==> config.mk <==
export PLATFORM = sky130hd
export DESIGN_NAME = dda_line_generator
export DESIGN_NICKNAME = d
export VERILOG_FILES = /design/src/sv/dda_pkg.sv /design/src/sv/dda_front.sv /design/src/sv/dda_queue.sv /design/src/sv/dda_div.sv /design/src/sv/dda_back.sv /design/src/sv/dda_line_generator.sv
export SDC_FILE = /design/constraint.sdc
export NUM_CORES = 1
export LEC_CHECK = 0
export BUFFER_PORTS_ARGS = -buffer_cell sky130_fd_sc_hd__buf_2
export CORE_ASPECT_RATIO = 1.4
export CORE_MARGIN = 5
export CORE_UTILIZATION = 57
export DETAILED_ROUTE_END_ITERATION = 6
export PLACE_DENSITY_LB_ADDON = 0.1
export SLEW_MARGIN = 10
export SYNTH_ARGS = -nofsm -noshare
export SYNTH_HDL_FRONTEND = slang
export SYNTH_SLANG_ARGS = --single-unit
==> constraint.sdc <==
create_clock -name clk_i -period 6.7 [get_ports clk_i]
set_input_delay 1.34 -clock clk_i [delete_from_list [all_inputs] [get_ports clk_i]]
set_output_delay 1.34 -clock clk_i [all_outputs]
set_load 0.01 [all_outputs]
==> src/sv/dda_pkg.sv <==
// Shared types, widths and helpers of the DDA line generator.
// No dependencies; imported by every module of the block.
`timescale 1ns / 1ps
`default_nettype none
package dda_pkg;

  localparam int COORD_BITS  = 12;
  localparam int FRAC_BITS   = 16;
  localparam int POS_BITS    = COORD_BITS + FRAC_BITS;
  localparam int STEP_BITS   = FRAC_BITS + 2;
  localparam int QUO_BITS    = FRAC_BITS + 1;
  localparam int LEFT_BITS   = COORD_BITS + 1;
  localparam int REM_BITS    = COORD_BITS + 1;
  localparam int CNT_BITS    = $clog2(QUO_BITS + 1);
  localparam int QUEUE_DEPTH = 2;
  localparam int QPTR_BITS   = $clog2(QUEUE_DEPTH);
  localparam int QCNT_BITS   = $clog2(QUEUE_DEPTH + 1);

  localparam logic OP_START = 1'b0;
  localparam logic OP_NEXT  = 1'b1;

  typedef struct packed {
    logic                         mode;
    logic signed [COORD_BITS-1:0] start_x;
    logic signed [COORD_BITS-1:0] start_y;
    logic signed [COORD_BITS-1:0] end_x;
    logic signed [COORD_BITS-1:0] end_y;
  } in_item_t;

  typedef struct packed {
    logic signed [COORD_BITS-1:0] pixel_x;
    logic signed [COORD_BITS-1:0] pixel_y;
    logic                         last_pixel;
  } out_item_t;

  // Classified command passed from front to back.
  typedef struct packed {
    logic                         op;
    logic signed [COORD_BITS-1:0] org_x;
    logic signed [COORD_BITS-1:0] org_y;
    logic        [COORD_BITS-1:0] mag_x;
    logic        [COORD_BITS-1:0] mag_y;
    logic        [COORD_BITS-1:0] steps;
    logic                         neg_x;
    logic                         neg_y;
  } cmd_t;

  typedef struct packed {
    logic                  start;
    logic [COORD_BITS-1:0] mag_x;
    logic [COORD_BITS-1:0] mag_y;
    logic [COORD_BITS-1:0] steps;
  } div_req_t;

  typedef struct packed {
    logic                done;
    logic [QUO_BITS-1:0] quo_x;
    logic [QUO_BITS-1:0] quo_y;
  } div_rsp_t;

  // Integer part of a fixed-point position, truncated toward zero.
  function automatic logic [COORD_BITS-1:0] pixel_of(input logic signed [POS_BITS-1:0] pos);
    logic [COORD_BITS-1:0] whole;
    whole = pos[POS_BITS-1:FRAC_BITS];
    if (pos[POS_BITS-1] && (|pos[FRAC_BITS-1:0])) begin
      whole = whole + 1'b1;
    end
    return whole;
  endfunction

endpackage
`default_nettype wire

==> src/sv/dda_front.sv <==
// Front end: accepts input transactions and classifies them into commands.
// Depends on dda_pkg; feeds dda_queue.
`timescale 1ns / 1ps
`default_nettype none
module dda_front (
  input  logic           in_valid_i,
  output logic           in_stall_o,
  input  dda_pkg::in_item_t in_item_i,
  input  logic           full_i,
  output logic           push_o,
  output dda_pkg::cmd_t  cmd_o
);
  import dda_pkg::*;

  logic signed [COORD_BITS:0] dx;
  logic signed [COORD_BITS:0] dy;
  logic signed [COORD_BITS:0] ndx;
  logic signed [COORD_BITS:0] ndy;
  logic [COORD_BITS-1:0]      mag_x;
  logic [COORD_BITS-1:0]      mag_y;

  always_comb begin
    dx  = {in_item_i.end_x[COORD_BITS-1], in_item_i.end_x}
        - {in_item_i.start_x[COORD_BITS-1], in_item_i.start_x};
    dy  = {in_item_i.end_y[COORD_BITS-1], in_item_i.end_y}
        - {in_item_i.start_y[COORD_BITS-1], in_item_i.start_y};
    ndx = -dx;
    ndy = -dy;
    mag_x = dx[COORD_BITS] ? ndx[COORD_BITS-1:0] : dx[COORD_BITS-1:0];
    mag_y = dy[COORD_BITS] ? ndy[COORD_BITS-1:0] : dy[COORD_BITS-1:0];

    cmd_o.op    = (in_item_i.mode == OP_NEXT) ? OP_NEXT : OP_START;
    cmd_o.org_x = in_item_i.start_x;
    cmd_o.org_y = in_item_i.start_y;
    cmd_o.mag_x = mag_x;
    cmd_o.mag_y = mag_y;
    cmd_o.steps = (mag_x > mag_y) ? mag_x : mag_y;
    cmd_o.neg_x = dx[COORD_BITS];
    cmd_o.neg_y = dy[COORD_BITS];
  end

  assign in_stall_o = full_i;
  assign push_o     = in_valid_i && !full_i;

endmodule
`default_nettype wire

==> src/sv/dda_queue.sv <==
// Short command queue decoupling the front end from the back end.
// Depends on dda_pkg.
`timescale 1ns / 1ps
`default_nettype none
module dda_queue (
  input  logic          clk_i,
  input  logic          rst_ni,
  input  logic          push_i,
  input  dda_pkg::cmd_t data_i,
  output logic          full_o,
  input  logic          pop_i,
  output logic          valid_o,
  output dda_pkg::cmd_t data_o
);
  import dda_pkg::*;

  cmd_t                 mem_q [QUEUE_DEPTH];
  logic [QPTR_BITS-1:0] wr_ptr_q, wr_ptr_d;
  logic [QPTR_BITS-1:0] rd_ptr_q, rd_ptr_d;
  logic [QCNT_BITS-1:0] count_q, count_d;

  always_comb begin
    wr_ptr_d = wr_ptr_q;
    rd_ptr_d = rd_ptr_q;
    count_d  = count_q;
    if (push_i) begin
      wr_ptr_d = (wr_ptr_q == QPTR_BITS'(QUEUE_DEPTH - 1)) ? '0 : wr_ptr_q + 1'b1;
    end
    if (pop_i) begin
      rd_ptr_d = (rd_ptr_q == QPTR_BITS'(QUEUE_DEPTH - 1)) ? '0 : rd_ptr_q + 1'b1;
    end
    if (push_i && !pop_i) begin
      count_d = count_q + 1'b1;
    end else if (pop_i && !push_i) begin
      count_d = count_q - 1'b1;
    end
  end

  always_ff @(posedge clk_i or negedge rst_ni) begin
    if (!rst_ni) begin
      wr_ptr_q <= '0;
      rd_ptr_q <= '0;
      count_q  <= '0;
    end else begin
      wr_ptr_q <= wr_ptr_d;
      rd_ptr_q <= rd_ptr_d;
      count_q  <= count_d;
    end
  end

  always_ff @(posedge clk_i) begin
    if (push_i) begin
      mem_q[wr_ptr_q] <= data_i;
    end
  end

  assign full_o  = (count_q == QCNT_BITS'(QUEUE_DEPTH));
  assign valid_o = (count_q != '0);
  assign data_o  = mem_q[rd_ptr_q];

endmodule
`default_nettype wire

==> src/sv/dda_div.sv <==
// Restoring divider: both magnitudes scaled by 2^FRAC_BITS over one shared divisor.
// Depends on dda_pkg; one quotient bit per axis per cycle.
`timescale 1ns / 1ps
`default_nettype none
module dda_div (
  input  logic              clk_i,
  input  logic              rst_ni,
  input  dda_pkg::div_req_t req_i,
  output dda_pkg::div_rsp_t rsp_o
);
  import dda_pkg::*;

  logic                  busy_q, busy_d;
  logic                  done_q, done_d;
  logic                  first_q, first_d;
  logic [CNT_BITS-1:0]   cnt_q, cnt_d;
  logic [COORD_BITS-1:0] dvs_q, dvs_d;
  logic [REM_BITS-1:0]   rx_q, rx_d, ry_q, ry_d;
  logic [QUO_BITS-1:0]   qx_q, qx_d, qy_q, qy_d;
  logic [REM_BITS-1:0]   shx, shy, dvs_ext;
  logic                  gex, gey;

  always_comb begin
    // The magnitude never exceeds the divisor, so the first trial needs no shift.
    shx     = first_q ? rx_q : {rx_q[REM_BITS-2:0], 1'b0};
    shy     = first_q ? ry_q : {ry_q[REM_BITS-2:0], 1'b0};
    dvs_ext = {1'b0, dvs_q};
    gex     = shx >= dvs_ext;
    gey     = shy >= dvs_ext;

    busy_d  = busy_q;
    done_d  = 1'b0;
    first_d = first_q;
    cnt_d   = cnt_q;
    dvs_d   = dvs_q;
    rx_d    = rx_q;
    ry_d    = ry_q;
    qx_d    = qx_q;
    qy_d    = qy_q;

    if (req_i.start) begin
      busy_d  = 1'b1;
      first_d = 1'b1;
      cnt_d   = CNT_BITS'(QUO_BITS);
      dvs_d   = req_i.steps;
      rx_d    = {1'b0, req_i.mag_x};
      ry_d    = {1'b0, req_i.mag_y};
      qx_d    = '0;
      qy_d    = '0;
    end else if (busy_q) begin
      first_d = 1'b0;
      rx_d    = gex ? shx - dvs_ext : shx;
      ry_d    = gey ? shy - dvs_ext : shy;
      qx_d    = {qx_q[QUO_BITS-2:0], gex};
      qy_d    = {qy_q[QUO_BITS-2:0], gey};
      cnt_d   = cnt_q - 1'b1;
      if (cnt_q == CNT_BITS'(1)) begin
        busy_d = 1'b0;
        done_d = 1'b1;
      end
    end
  end

  always_ff @(posedge clk_i or negedge rst_ni) begin
    if (!rst_ni) begin
      busy_q <= 1'b0;
      done_q <= 1'b0;
    end else begin
      busy_q <= busy_d;
      done_q <= done_d;
    end
  end

  always_ff @(posedge clk_i) begin
    first_q <= first_d;
    cnt_q   <= cnt_d;
    dvs_q   <= dvs_d;
    rx_q    <= rx_d;
    ry_q    <= ry_d;
    qx_q    <= qx_d;
    qy_q    <= qy_d;
  end

  assign rsp_o.done  = done_q;
  assign rsp_o.quo_x = qx_q;
  assign rsp_o.quo_y = qy_q;

endmodule
`default_nettype wire

==> src/sv/dda_back.sv <==
// Back end: runs commands, holds the line state and the output register.
// Depends on dda_pkg; drives dda_div for the increment computation.
`timescale 1ns / 1ps
`default_nettype none
module dda_back (
  input  logic               clk_i,
  input  logic               rst_ni,
  input  logic               cmd_valid_i,
  input  dda_pkg::cmd_t      cmd_i,
  output logic               pop_o,
  output dda_pkg::div_req_t  div_req_o,
  input  dda_pkg::div_rsp_t  div_rsp_i,
  output logic               out_valid_o,
  input  logic               out_stall_i,
  output dda_pkg::out_item_t out_item_o
);
  import dda_pkg::*;

  localparam logic ST_RUN = 1'b0;
  localparam logic ST_DIV = 1'b1;

  logic                        state_q, state_d;
  logic                        active_q, active_d;
  logic                        out_valid_q, out_valid_d;
  out_item_t                   out_q, out_d;
  logic signed [POS_BITS-1:0]  pos_x_q, pos_x_d, pos_y_q, pos_y_d;
  logic signed [STEP_BITS-1:0] step_x_q, step_x_d, step_y_q, step_y_d;
  logic [LEFT_BITS-1:0]        left_q, left_d;
  logic                        neg_x_q, neg_x_d, neg_y_q, neg_y_d;
  logic signed [POS_BITS-1:0]  sum_x, sum_y;
  logic [STEP_BITS-1:0]        ux, uy;
  logic                        slot_free;
  logic                        pop;

  always_comb begin
    slot_free = !out_valid_q || !out_stall_i;
    pop       = cmd_valid_i && (state_q == ST_RUN) && slot_free;

    sum_x = pos_x_q + {{(POS_BITS-STEP_BITS){step_x_q[STEP_BITS-1]}}, step_x_q};
    sum_y = pos_y_q + {{(POS_BITS-STEP_BITS){step_y_q[STEP_BITS-1]}}, step_y_q};
    ux    = {1'b0, div_rsp_i.quo_x};
    uy    = {1'b0, div_rsp_i.quo_y};

    state_d     = state_q;
    active_d    = active_q;
    out_valid_d = out_valid_q && out_stall_i;
    out_d       = out_q;
    pos_x_d     = pos_x_q;
    pos_y_d     = pos_y_q;
    step_x_d    = step_x_q;
    step_y_d    = step_y_q;
    left_d      = left_q;
    neg_x_d     = neg_x_q;
    neg_y_d     = neg_y_q;

    div_req_o.start = 1'b0;
    div_req_o.mag_x = cmd_i.mag_x;
    div_req_o.mag_y = cmd_i.mag_y;
    div_req_o.steps = cmd_i.steps;

    case (state_q)
      ST_RUN: begin
        if (pop) begin
          case (cmd_i.op)
            OP_START: begin
              pos_x_d          = {cmd_i.org_x, {FRAC_BITS{1'b0}}};
              pos_y_d          = {cmd_i.org_y, {FRAC_BITS{1'b0}}};
              left_d           = {1'b0, cmd_i.steps};
              neg_x_d          = cmd_i.neg_x;
              neg_y_d          = cmd_i.neg_y;
              active_d         = 1'b0;
              out_d.pixel_x    = cmd_i.org_x;
              out_d.pixel_y    = cmd_i.org_y;
              out_d.last_pixel = (cmd_i.steps == '0);
              out_valid_d      = 1'b1;
              // Zero-length line is done with the start pixel.
              if (cmd_i.steps != '0) begin
                div_req_o.start = 1'b1;
                state_d         = ST_DIV;
              end
            end
            OP_NEXT: begin
              if (active_q) begin
                pos_x_d          = sum_x;
                pos_y_d          = sum_y;
                left_d           = left_q - 1'b1;
                active_d         = (left_q != LEFT_BITS'(1));
                out_d.pixel_x    = pixel_of(sum_x);
                out_d.pixel_y    = pixel_of(sum_y);
                out_d.last_pixel = (left_q == LEFT_BITS'(1));
                out_valid_d      = 1'b1;
              end
            end
            default: begin
            end
          endcase
        end
      end
      ST_DIV: begin
        if (div_rsp_i.done) begin
          step_x_d = neg_x_q ? STEP_BITS'(0) - ux : ux;
          step_y_d = neg_y_q ? STEP_BITS'(0) - uy : uy;
          active_d = 1'b1;
          state_d  = ST_RUN;
        end
      end
      default: begin
        state_d = ST_RUN;
      end
    endcase
  end

  always_ff @(posedge clk_i or negedge rst_ni) begin
    if (!rst_ni) begin
      state_q     <= ST_RUN;
      active_q    <= 1'b0;
      out_valid_q <= 1'b0;
    end else begin
      state_q     <= state_d;
      active_q    <= active_d;
      out_valid_q <= out_valid_d;
    end
  end

  always_ff @(posedge clk_i) begin
    out_q    <= out_d;
    pos_x_q  <= pos_x_d;
    pos_y_q  <= pos_y_d;
    step_x_q <= step_x_d;
    step_y_q <= step_y_d;
    left_q   <= left_d;
    neg_x_q  <= neg_x_d;
    neg_y_q  <= neg_y_d;
  end

  assign pop_o       = pop;
  assign out_valid_o = out_valid_q;
  assign out_item_o  = out_q;

endmodule
`default_nettype wire

==> src/sv/dda_line_generator.sv <==
// DDA line generator top level: front end, command queue, back end, divider.
// An accepted transaction is written to the command queue; the back end pops it into the
// output register once it is in its run state and the output slot is free.
// Throughput: next-pixel transactions go at 1 per cycle while the output is not stalled; a
// start holds the back end in its divide state while the shared restoring divider forms one quotient bit a cycle.
// The 2-entry queue keeps taking transactions while the back end divides, until it is full.
// Reset (rst_ni low, asynchronous) empties the queue, drops any active line, clears output.
`timescale 1ns / 1ps
`default_nettype none
module dda_line_generator (
  input  logic               clk_i,
  input  logic               rst_ni,
  input  logic               in_valid_i,
  output logic               in_stall_o,
  input  dda_pkg::in_item_t  in_item_i,
  output logic               out_valid_o,
  input  logic               out_stall_i,
  output dda_pkg::out_item_t out_item_o
);
  import dda_pkg::*;

  logic     push;
  logic     full;
  logic     pop;
  logic     cmd_valid;
  cmd_t     cmd_in;
  cmd_t     cmd_out;
  div_req_t div_req;
  div_rsp_t div_rsp;

  dda_front u_front (
    .in_valid_i (in_valid_i),
    .in_stall_o (in_stall_o),
    .in_item_i  (in_item_i),
    .full_i     (full),
    .push_o     (push),
    .cmd_o      (cmd_in)
  );

  dda_queue u_queue (
    .clk_i   (clk_i),
    .rst_ni  (rst_ni),
    .push_i  (push),
    .data_i  (cmd_in),
    .full_o  (full),
    .pop_i   (pop),
    .valid_o (cmd_valid),
    .data_o  (cmd_out)
  );

  dda_div u_div (
    .clk_i  (clk_i),
    .rst_ni (rst_ni),
    .req_i  (div_req),
    .rsp_o  (div_rsp)
  );

  dda_back u_back (
    .clk_i       (clk_i),
    .rst_ni      (rst_ni),
    .cmd_valid_i (cmd_valid),
    .cmd_i       (cmd_out),
    .pop_o       (pop),
    .div_req_o   (div_req),
    .div_rsp_i   (div_rsp),
    .out_valid_o (out_valid_o),
    .out_stall_i (out_stall_i),
    .out_item_o  (out_item_o)
  );

endmodule
`default_nettype wire

==> flow_metrics.tcl, run 1 <==
set metrics [dict create \
    cts_hold_buf 0 \
    critical_path_arrival_ns 6.18 \
    worst-setup-path-type "input port to flop" \
    die_w_microns 172 \
    vdd_ir_drop_max_uv 320 \
    setup_viol 0 \
    max_cap_viol_count 0 \
    yosysWarnings 0 \
    core-area_sq_um 36600 \
    grt_max_degree 77 \
    end_kind "flop" \
    wirelength_microns 50500 \
    ys_seq_area_share_pct 47.1 \
    fin_ws_ns 0.765 \
    post_cts_resized 0 \
    ant_nets 0 \
    place_congestion 0.949 \
    dp_slack_ns 0.302 \
    tightest_slew_ns 1.07 \
    crit_chain "buf_2, inv_1, ha_1, inv_1, fa_1, a21o_1, a211o_1, a21oi_1, o21ai_1, a2111oi_0, a21o_1, mux2_2, ha_1, nor2b_1, o21ai_0, nand2b_1, a21oi_1, nor3_1, a2111oi_0, nor2_1, buf_4, mux2i_1" \
    startpoint_type "input port" \
    drc 0 \
    synthCells 2004 \
    n_fill_cell 3013 \
    cts_buffers 36 \
    die_y_microns 237 \
    critPathRequiredTime_ns 6.94 \
    hold_viol 0 \
    wl_per_cell_microns 19.8 \
    clockBufferDepth 3 \
    fp-row-count 83 \
    cellPowerDensity_nw_per_um2 470 \
    grt_pass1_vias 14992 \
    finalMaxSlewViolations 0 \
    clock_skew_ns 0.0182 \
    cts.sinks 345 \
    cpLargestDelayFamily "compound AO/OA/AOI/OAI gates" \
    drive_gt1_share_pct 11.6 \
    path_max_fanout 12 \
    cts_setup_buffers 0 \
    cts_tree "built" \
    start_util_pct 57.5 \
    max_freq_mhz 168 \
    synthArstFlopShare_pct 2.61 \
    root_buffer "clkbuf_16" \
    ys_seq_elements 345 \
    antenna_found_initial 1 \
    status "finished, final reports clean" \
    synthDistinctLibCells 84 \
    die_area_sq_um 40800 \
    nets 2243 \
    grt.overflow.total 0 \
    synth_flop_cell "edfxtp_1" \
    slowest_delay_ns 0.46 \
    finalCritPeriodShare_pct 88.6 \
    numPortBuffers 79 \
    viasPerCell 6.04 \
    min_period_ns 5.93 \
    area_growth_pct 9.76 \
    clkSlewWorstSetupHoldPaths_ns 0.06 \
    synthesis.nets 2188 \
    crit_buf_inv 4 \
    grt_usage_pct 24.3 \
    drt_iter0_markers 1128 \
    crit_path_top_delay_cell "a2111oi_0" \
    synth.avg_cell_area_sq_um 10.5 \
    power.leakage_nw 8.99 \
    setup_tns_ns 0 \
    vias 15412 \
    grt_pass1_wl_microns 79000 \
    worstSkewPairLatency_ns 0.52 \
    num_io_pins 80 \
    h-tree-depth 2 \
    slew-limit-headroom_pct 28.4 \
    dr.pass1.iters 6 \
    hp-class "flop to flop" \
    rsz0062_at_grt "no" \
    dp_hpwl_microns 37200 \
    synth_area_sq_um 21000 \
    synth_edf_count 294 \
]
routing by layer:
metal | track usage [%] | routed length, microns
met5 | 0 | 0
met1 | 30.0 | 20500
met2 | 44.3 | 26400
met3 | 2.55 | 1870
met4 | 7.63 | 1620
cells in the mapped netlist (10+ instances only):
| master | n | area share, % |
|---|---|---|
| nand3b_1 | 10 | 0.36 |
| a21oi_1 | 133 | 3.2 |
| nand4_1 | 17 | 0.51 |
| nor3b_1 | 10 | 0.36 |
| a211oi_1 | 58 | 2.1 |
| buf_1 | 13 | 0.23 |
| nand2_1 | 138 | 2.5 |
| xnor2_1 | 95 | 4.0 |
| o21a_1 | 14 | 0.50 |
| dfxtp_1 | 42 | 4.0 |
| and3_1 | 14 | 0.42 |
| o21ai_0 | 87 | 2.1 |
| mux2_2 | 45 | 2.4 |
| nor4_1 | 19 | 0.57 |
| or3_1 | 18 | 0.54 |
| edfxtp_1 | 294 | 42 |
| o21bai_1 | 13 | 0.46 |
| and2_1 | 21 | 0.63 |
| nand3_1 | 34 | 0.81 |
| nand2b_1 | 22 | 0.66 |
| xor2_1 | 57 | 2.4 |
| nor3_1 | 33 | 0.79 |
| a21o_1 | 35 | 1.3 |
| nor2_1 | 156 | 2.8 |
| o21ai_1 | 15 | 0.36 |
| mux2i_1 | 68 | 3.2 |
| o31ai_1 | 18 | 0.64 |
| ha_1 | 125 | 7.4 |
| clkbuf_1 | 58 | 1.0 |
| nor2b_1 | 60 | 1.8 |
| inv_1 | 108 | 1.9 |
| a31oi_1 | 14 | 0.42 |
sequential cells by signal, summed over array words and instances, names as in the netlist:
name / count
u_queue.mem_q: 126
u_back.pos_x_q: 28
u_back.pos_y_q: 28
u_back.out_item_o: 25
u_back.step_x_q: 18
u_back.step_y_q: 18
u_div.qx_q: 17
u_div.qy_q: 17
u_back.left_q: 13
u_div.rx_q: 13
u_div.ry_q: 13
u_div.dvs_q: 12
u_div.cnt_q: 5
u_queue.count_q: 2
u_back.active_q: 1
u_back.neg_x_q: 1
u_back.neg_y_q: 1
u_back.out_valid_o: 1
u_back.state_q: 1
u_div.busy_q: 1
u_div.done_q: 1
u_div.first_q: 1
u_queue.rd_ptr_q: 1
u_queue.wr_ptr_q: 1
power breakdown:
part | total, mW | switching, mW | internal (mW)
registers | 3.77 | 0.421 | 3.35
logic | 5.01 | 3.01 | 2.00
clock network | 2.06 | 0.831 | 1.23
final timing paths:
path / from / to / slack, ns / cells after the start
hold / removal: u_div.done_q / u_back.state_q / 0.45 / 1
setup reg to reg: u_div.first_q / u_div.ry_q[1] / 2.10 / 14
hold reg to reg: u_div.done_q / u_back.state_q / 0.45 / 1
setup / recovery: in_item_i[12] / u_queue.mem_q[0][10] / 0.77 / 22
min in group asynchronous: rst_ni / u_queue.rd_ptr_q / 0.67 / 1
max in group asynchronous: rst_ni / u_queue.rd_ptr_q / 5.82 / 1
final cells by class:
class	count	area (sq um)	share of cell area, %
Sequential cell	345	9900	42.9
Clock buffer	46	1010	4.39
Antenna cell	1	2.50	0.0109
Inverter	110	413	1.79
Tap cell	467	584	2.53
Clock inverter	18	210	0.912
Timing Repair Buffer	97	531	2.30
Multi-Input combinational cell	1469	10400	45.1
cells by family (layout without fill, tap and decap cells):
family                     count (synthesis)  in the layout  share of synthesized area (%)
AOI/OAI and AO/OA                        486            486                           15.2
xor gates and xnor gates                 155            155                           6.57
adders and majority gates                131            131                           8.02
buffers and inverters                    190            271                           3.50
DFF                                      345            345                           47.1
muxes                                    114            114                           5.71
other                                      0              1                              0
and+or+nand+nor                          583            583                           13.9
cell usage in the layout (no fill, tap or decap), types with 15 or more instances in the layout:
| master | instances |
|---|---|
| mux2_2 | 45 |
| a21o_1 | 35 |
| clkbuf_16 | 39 |
| or3_1 | 18 |
| a21oi_1 | 133 |
| xor2_1 | 57 |
| and2_1 | 21 |
| buf_4 | 18 |
| nor4_1 | 19 |
| o21ai_1 | 15 |
| mux2i_1 | 67 |
| edfxtp_1 | 294 |
| nand2b_1 | 22 |
| ha_1 | 125 |
| nor3_1 | 33 |
| a211oi_1 | 58 |
| nand4_1 | 17 |
| nand3_1 | 34 |
| xnor2_1 | 95 |
| nor2b_1 | 60 |
| buf_2 | 79 |
| inv_1 | 108 |
| o21ai_0 | 87 |
| o31ai_1 | 18 |
| nand2_1 | 138 |
| nor2_1 | 154 |
| dfxtp_1 | 42 |
metrics by stage:
step,util (%),hold slack [ns],total power [mW],instances,cell area (sq um)
6_report,63.1,0.448,10.8,2553,23100
3_3_place_gp,59.7,0.440,8.63,2488,21800
4_1_cts,63.1,0.449,10.9,2552,23100
3_5_place_dp,59.7,0.446,8.78,2488,21800
5_1_grt,63.1,0.479,11.6,2553,23100
2_1_floorplan,-,0.416,7.52,2004,21000
(Power assumes the default switching activity.)
==> run 2: changes to the inputs <==
--- a/config.mk
+++ b/config.mk
@@ -10,7 +10,7 @@
 export CORE_MARGIN = 5
 export CORE_UTILIZATION = 57
 export DETAILED_ROUTE_END_ITERATION = 6
-export PLACE_DENSITY_LB_ADDON = 0.1
+export PLACE_DENSITY_LB_ADDON = 0.05
 export SLEW_MARGIN = 10
 export SYNTH_ARGS = -nofsm -noshare
 export SYNTH_HDL_FRONTEND = slang
==> run 2 against run 1 <==
- setup slack worse by 0.11 ns
- via count fell by 0.23%
- count of clock-buffer cells in the layout fell by 1
- clock power fell by 4%
- hold slack improved by 0.0043 ns
- sequential power about the same
- routed wire length grew 0.48%
- critical path depth is 1 higher
- global-route usage is 0.21 points higher
- utilization is 0.10 points lower
- first-iteration DRC count down 7.3%
- clock skew is 0.0012 ns higher
- largest cell class unchanged
- highest routed layer is now met5
==> flow_metrics.tcl, run 2 (synthesis gave the netlist of run 1 again) <==
set metrics [dict create \
    status "finished, final reports clean" \
    met1_usage_pct 28.9 \
    clock_skew_ns 0.0194 \
    cellPowerDensity_nw_per_um2 468 \
    place_congestion 0.901 \
    core-area_sq_um 36600 \
    ant_nets 0 \
    n_fill_cell 3059 \
    r2r_cells 14 \
    final_cell_mix "edfxtp_1 (294), nor2_1 (154), nand2_1 (138)" \
    clkSlewWorstSetupHoldPaths_ns 0.06 \
    min_from "u_div.done_q" \
    min_period_ns 6.05 \
    drive_gt1_share_pct 11.5 \
    rsz0062_at_grt "no" \
    r2r_start "u_div.first_q" \
    max_freq_mhz 165 \
    vias 15377 \
    cts_setup_buffers 0 \
    max_cap_viol_count 0 \
    finalCritPeriodShare_pct 90.3 \
    numPortBuffers 79 \
    hold_viol 0 \
    dp_slack_ns 0.239 \
    worst-setup-path-type "input port to flop" \
    num_io_pins 80 \
    die_w_microns 172 \
    h-tree-depth 2 \
    slew-limit-headroom_pct 17.5 \
    end_kind "flop" \
    cts_hold_buf 0 \
    nets 2247 \
    setup_viol 0 \
    critPathRequiredTime_ns 6.93 \
    fp-row-count 83 \
    grt_max_degree 64 \
    setup_tns_ns 0 \
    viasPerCell 6.01 \
    final_common_cell "edfxtp_1" \
    startpoint_type "input port" \
    critical_path_arrival_ns 6.28 \
    grt_pass1_vias 15147 \
    dr.pass1.iters 5 \
    die_area_sq_um 40800 \
    ff_latch_area_sq_um 9900 \
    tightest_slew_ns 1.23 \
    use_met2_pct 43.7 \
    hold_depth 1 \
    dp_hpwl_microns 37400 \
    finalMaxSlewViolations 0 \
    regMostFlops "u_queue.mem_q" \
    grt_usage_pct 24.5 \
    die_y_microns 237 \
    area_growth_pct 9.58 \
    wirelength_microns 50700 \
    root_buffer "clkbuf_16" \
    r2r_end "u_div.ry_q[1]" \
    drc 0 \
    path_max_fanout 12 \
    hp-class "flop to flop" \
    r2r_setup_slack_ns 1.96 \
    vdd_ir_drop_max_uv 314 \
    fin_ws_ns 0.653 \
    multi_input_area_sq_um 10400 \
    gr-usage-met3_pct 3.14 \
    clockBufferDepth 3 \
    reg.largest.list "u_queue.mem_q: 126 flops, u_back.pos_x_q: 28 flops, u_back.pos_y_q: 28 flops" \
    cts_buffers 36 \
    largest_reg_flops 126 \
    drt_iter0_markers 1046 \
    cts.sinks 345 \
    grt_pass1_wl_microns 79000 \
    wl_per_cell_microns 19.8 \
    grt.overflow.total 0 \
    post_cts_resized 0 \
    start_util_pct 57.5 \
    power.leakage_nw 8.97 \
    grt-busiest-layer "met2" \
    min_to "u_back.state_q" \
    antenna_found_initial 3 \
    cts_tree "built" \
    worstSkewPairLatency_ns 0.53 \
]
==> run 2: changes by cell type in the layout (fill, tap and decap cells not counted) <==
cell	previous run	this run
and2_1	21	20
and2_2	0	1
buf_4	18	22
bufinv_16	4	3
clkbuf_16	39	37
clkbuf_8	1	2
clkinv_1	2	6
clkinv_2	5	3
clkinv_4	3	2
clkinvlp_4	3	4
diode_2	1	2
inv_6	1	0
==> run 2: final cells by class <==
| class | instances | area share (%) |
|---|---|---|
| inverters | 110 | 1.79 |
| well taps | 467 | 2.54 |
| clock inverters | 18 | 0.761 |
| diodes | 2 | 0.0217 |
| multi-input cells | 1469 | 45.2 |
| clock buffers | 45 | 4.24 |
| repair buffers | 101 | 2.44 |
| flip-flops and latches | 345 | 43.0 |
==> run 2: metrics by stage <==
| stage | instances | util (%) | power [mW] | hold slack (ns) | instance area, sq um |
|---|---|---|---|---|---|
| 6_report | 2557 | 63.0 | 10.8 | 0.452 | 23000 |
| 5_1_grt | 2557 | 63.0 | 11.5 | 0.481 | 23000 |
| 4_1_cts | 2555 | 63.0 | 10.8 | 0.456 | 23000 |
| 3_5_place_dp | 2492 | 59.8 | 8.79 | 0.446 | 21900 |
| 3_3_place_gp | 2492 | 59.8 | 8.66 | 0.439 | 21900 |
| 2_1_floorplan | 2004 | - | 7.52 | 0.416 | 21000 |
==> run 2: worst max-delay path by stage <==
stage | from | end | slack, ns | cells past startpoint
after floorplan | u_queue.rd_ptr_q | u_back.left_q[0] | 0.48 | 6
after global placement | in_item_i[12] | u_queue.mem_q[0][3] | 0.35 | 23
after detailed placement | in_item_i[12] | u_queue.mem_q[1][3] | 0.24 | 24
after CTS | in_item_i[12] | u_queue.mem_q[0][3] | 0.71 | 23
after global routing | in_item_i[12] | u_queue.mem_q[1][10] | 0.27 | 21
final | in_item_i[12] | u_queue.mem_q[0][3] | 0.65 | 23
==> run 2: worst max-delay path: stages <==
cell and delay [ns]:
buf_2 0.09, inv_1 0.05, ha_1 0.17, inv_1 0.06, fa_1 0.39, a21o_1 0.21
a211o_1 0.33, a21oi_1 0.24, o21ai_1 0.21, a2111oi_0 0.45, a21o_1 0.36, mux2_2 0.42
ha_1 0.31, nor2b_1 0.13, o21ai_0 0.18, nand2b_1 0.09, a21oi_1 0.17, nor3_1 0.06
a2111oi_0 0.37, nor2_1 0.24, buf_4 0.25, nand2_1 0.07, o21ai_0 0.10
==> run 2: where the power goes <==
part           leakage, nW  total (mW)  internal, mW  switching [mW]
logic                 5.23        5.03          2.01            3.02
registers             3.18        3.75          3.35           0.400
clock network        0.550        1.98          1.15           0.828
==> run 2: layer usage <==
metal,vias to the layer above,share of wire [%],routed length [microns]
met4,2,5.0,2550
met2,327,52,26100
met5,-,0.026,13
met1,7407,40,20200
li1,7512,-,-
met3,129,3.6,1820
==> run 3: changes to the inputs <==
--- a/config.mk
+++ b/config.mk
@@ -11,6 +11,7 @@
 export CORE_UTILIZATION = 57
 export DETAILED_ROUTE_END_ITERATION = 6
 export PLACE_DENSITY_LB_ADDON = 0.05
+export REMOVE_ABC_BUFFERS = 1
 export SLEW_MARGIN = 10
 export SYNTH_ARGS = -nofsm -noshare
 export SYNTH_HDL_FRONTEND = slang
==> run 3 against run 2 <==
- fmax up 2.5%
- combinational power about the same
- via count down 0.91%
- critical path depth down 2
- register-to-register slack better by 0.26 ns
- flip-flop and latch count unchanged
- power down 0.27%
- highest routed layer is now met4
==> flow_metrics.tcl, run 3 (synthesis gave the netlist of run 1 again) <==
set metrics [dict create \
    crit_chain "buf_2, ha_1, inv_1, fa_1, a21o_1, a211o_1, a21oi_1, o21ai_1, a2111oi_0, a21o_1, buf_4, o21ai_0, xor2_1, inv_1, ha_1, nand4_1, nor3_1, a2111oi_0, nor2_1, buf_4, mux2i_1" \
    p_sw_mw 4.25 \
    cellPowerDensity_nw_per_um2 466 \
    ant_nets 0 \
    wl_per_cell_microns 19.1 \
    grt_pass1_wl_microns 77800 \
    clock_skew_ns 0.0247 \
    worst-setup-path-type "input port to flop" \
    cts_setup_buffers 0 \
    max_freq_mhz 169 \
    fp-row-count 83 \
    fin_cells 2560 \
    dpl.cell_count 2496 \
    switching_share_pct 39.6 \
    grt_usage_pct 23.7 \
    tightest_slew_ns 0.990 \
    cts_hold_buf 0 \
    holdWs_ns 0.456 \
    h-tree-depth 2 \
    drive_gt1_share_pct 11.7 \
    wirelength_microns 48900 \
    power_mw 10.7 \
    crit_path_top_delay_cell "nor2_1" \
    dr.pass1.iters 5 \
    power.leakage_nw 8.99 \
    core-area_sq_um 36600 \
    viasPerCell 5.95 \
    clockBufferDepth 3 \
    path_max_fanout 8 \
    critPathRequiredTime_ns 7.06 \
    hold_viol 0 \
    n_antenna_cell 0 \
    grt_pass1_vias 14996 \
    start_util_pct 57.5 \
    regMostFlops "u_queue.mem_q" \
    root_buffer "clkbuf_16" \
    die_area_sq_um 40800 \
    max_cap_viol_count 0 \
    post_cts_resized 0 \
    startpoint_type "input port" \
    place_congestion 0.917 \
    finalInstanceArea_sq_um 23000 \
    p_int_mw 6.48 \
    cts_buffers 37 \
    end_kind "flop" \
    die_y_microns 237 \
    largest_reg_flops 126 \
    reg.largest.list "u_queue.mem_q: 126 flops, u_back.pos_x_q: 28 flops, u_back.pos_y_q: 28 flops" \
    min_period_ns 5.90 \
    drc 0 \
    final_common_cell "edfxtp_1" \
    drt_iter0_markers 1026 \
    setup_tns_ns 0 \
    status "finished, final reports clean" \
    hp-class "flop to flop" \
    dp_hpwl_microns 35300 \
    cts_tree "built" \
    vias 15237 \
    slew-limit-headroom_pct 34.0 \
    dpl_cell_area_sq_um 21900 \
    area_growth_pct 9.66 \
    rsz0062_at_grt "no" \
    slowest_delay_ns 0.59 \
    finalMaxSlewViolations 0 \
    final_cell_mix "edfxtp_1 (294), nor2_1 (154), nand2_1 (138)" \
    vdd_ir_drop_max_uv 301 \
    die_w_microns 172 \
    grt_max_degree 84 \
    combPwrFrac_pct 46.8 \
    setup_viol 0 \
    cts.sinks 345 \
    clkSlewWorstSetupHoldPaths_ns 0.06 \
    finalCritPeriodShare_pct 88.1 \
    antenna_found_initial 0 \
    clockPowerShare_pct 18.2 \
    numPortBuffers 79 \
    critical_path_arrival_ns 6.27 \
    num_io_pins 80 \
    grt.overflow.total 0 \
    nets 2252 \
    worstSkewPairLatency_ns 0.54 \
    seqPwrFrac_pct 35.0 \
]
## run 3: worst paths after layout
path                               start             endpoint  slack (ns)  depth (start not counted)
setup / recovery           in_item_i[36]  u_queue.mem_q[1][8]        0.80                         21
hold / removal              u_div.done_q       u_back.state_q        0.46                          1
setup reg to reg           u_div.first_q        u_div.rx_q[3]        2.22                         13
hold reg to reg             u_div.done_q       u_back.state_q        0.46                          1
max in group asynchronous         rst_ni     u_queue.rd_ptr_q        5.79                          1
min in group asynchronous         rst_ni       u_back.state_q        0.68                          1
## run 3: area by class of cell
| type | count | area [sq um] |
|---|---|---|
| clock inverters | 14 | 73.8 |
| flip-flops and latches | 345 | 9900 |
| repair buffers | 105 | 591 |
| multi-input cells | 1469 | 10400 |
| clock buffers | 50 | 1070 |
| inverters | 110 | 413 |
| fillers | 3087 | 13500 |
| well taps | 467 | 584 |
## run 3: per-stage QoR
stage,util (%),setup WS [ns]
3_3_place_gp,59.9,0.372
5_1_grt,63.0,0.343
3_5_place_dp,59.9,0.317
2_1_floorplan,-,-2.00
6_report,63.0,0.798
4_1_cts,63.0,0.852
## run 3: per-layer routing
| layer | vias up | global-route usage (%) | routed length [microns] |
|---|---|---|---|
| li1 | 7546 | - | - |
| met1 | 7316 | 29.3 | 20200 |
| met2 | 292 | 43.4 | 25900 |
| met3 | 83 | 2.53 | 1500 |
| met4 | 0 | 6.72 | 1330 |
| met5 | - | 0 | 0 |
## run 3: power by group through the flow
stage | clock network, mW | registers, mW | logic, mW
2_1_floorplan | 0 | 3.79 | 3.67
3_3_place_gp | 0 | 3.78 | 4.87
3_5_place_dp | 0 | 3.81 | 4.99
4_1_cts | 1.99 | 3.76 | 5.02
5_1_grt | 2.08 | 3.83 | 5.57
6_report | 1.95 | 3.76 | 5.02
## run 3: critical path: cells and delay by family
family | cells | cell delay, ns
AND/OR/NAND/NOR | 3 | 0.92
XOR/XNOR | 1 | 0.19
multiplexers | 1 | 0.26
adder cells (fa/ha/maj) | 3 | 0.87
buffers and inverters | 5 | 0.79
AO/OA/AOI/OAI | 8 | 1.86
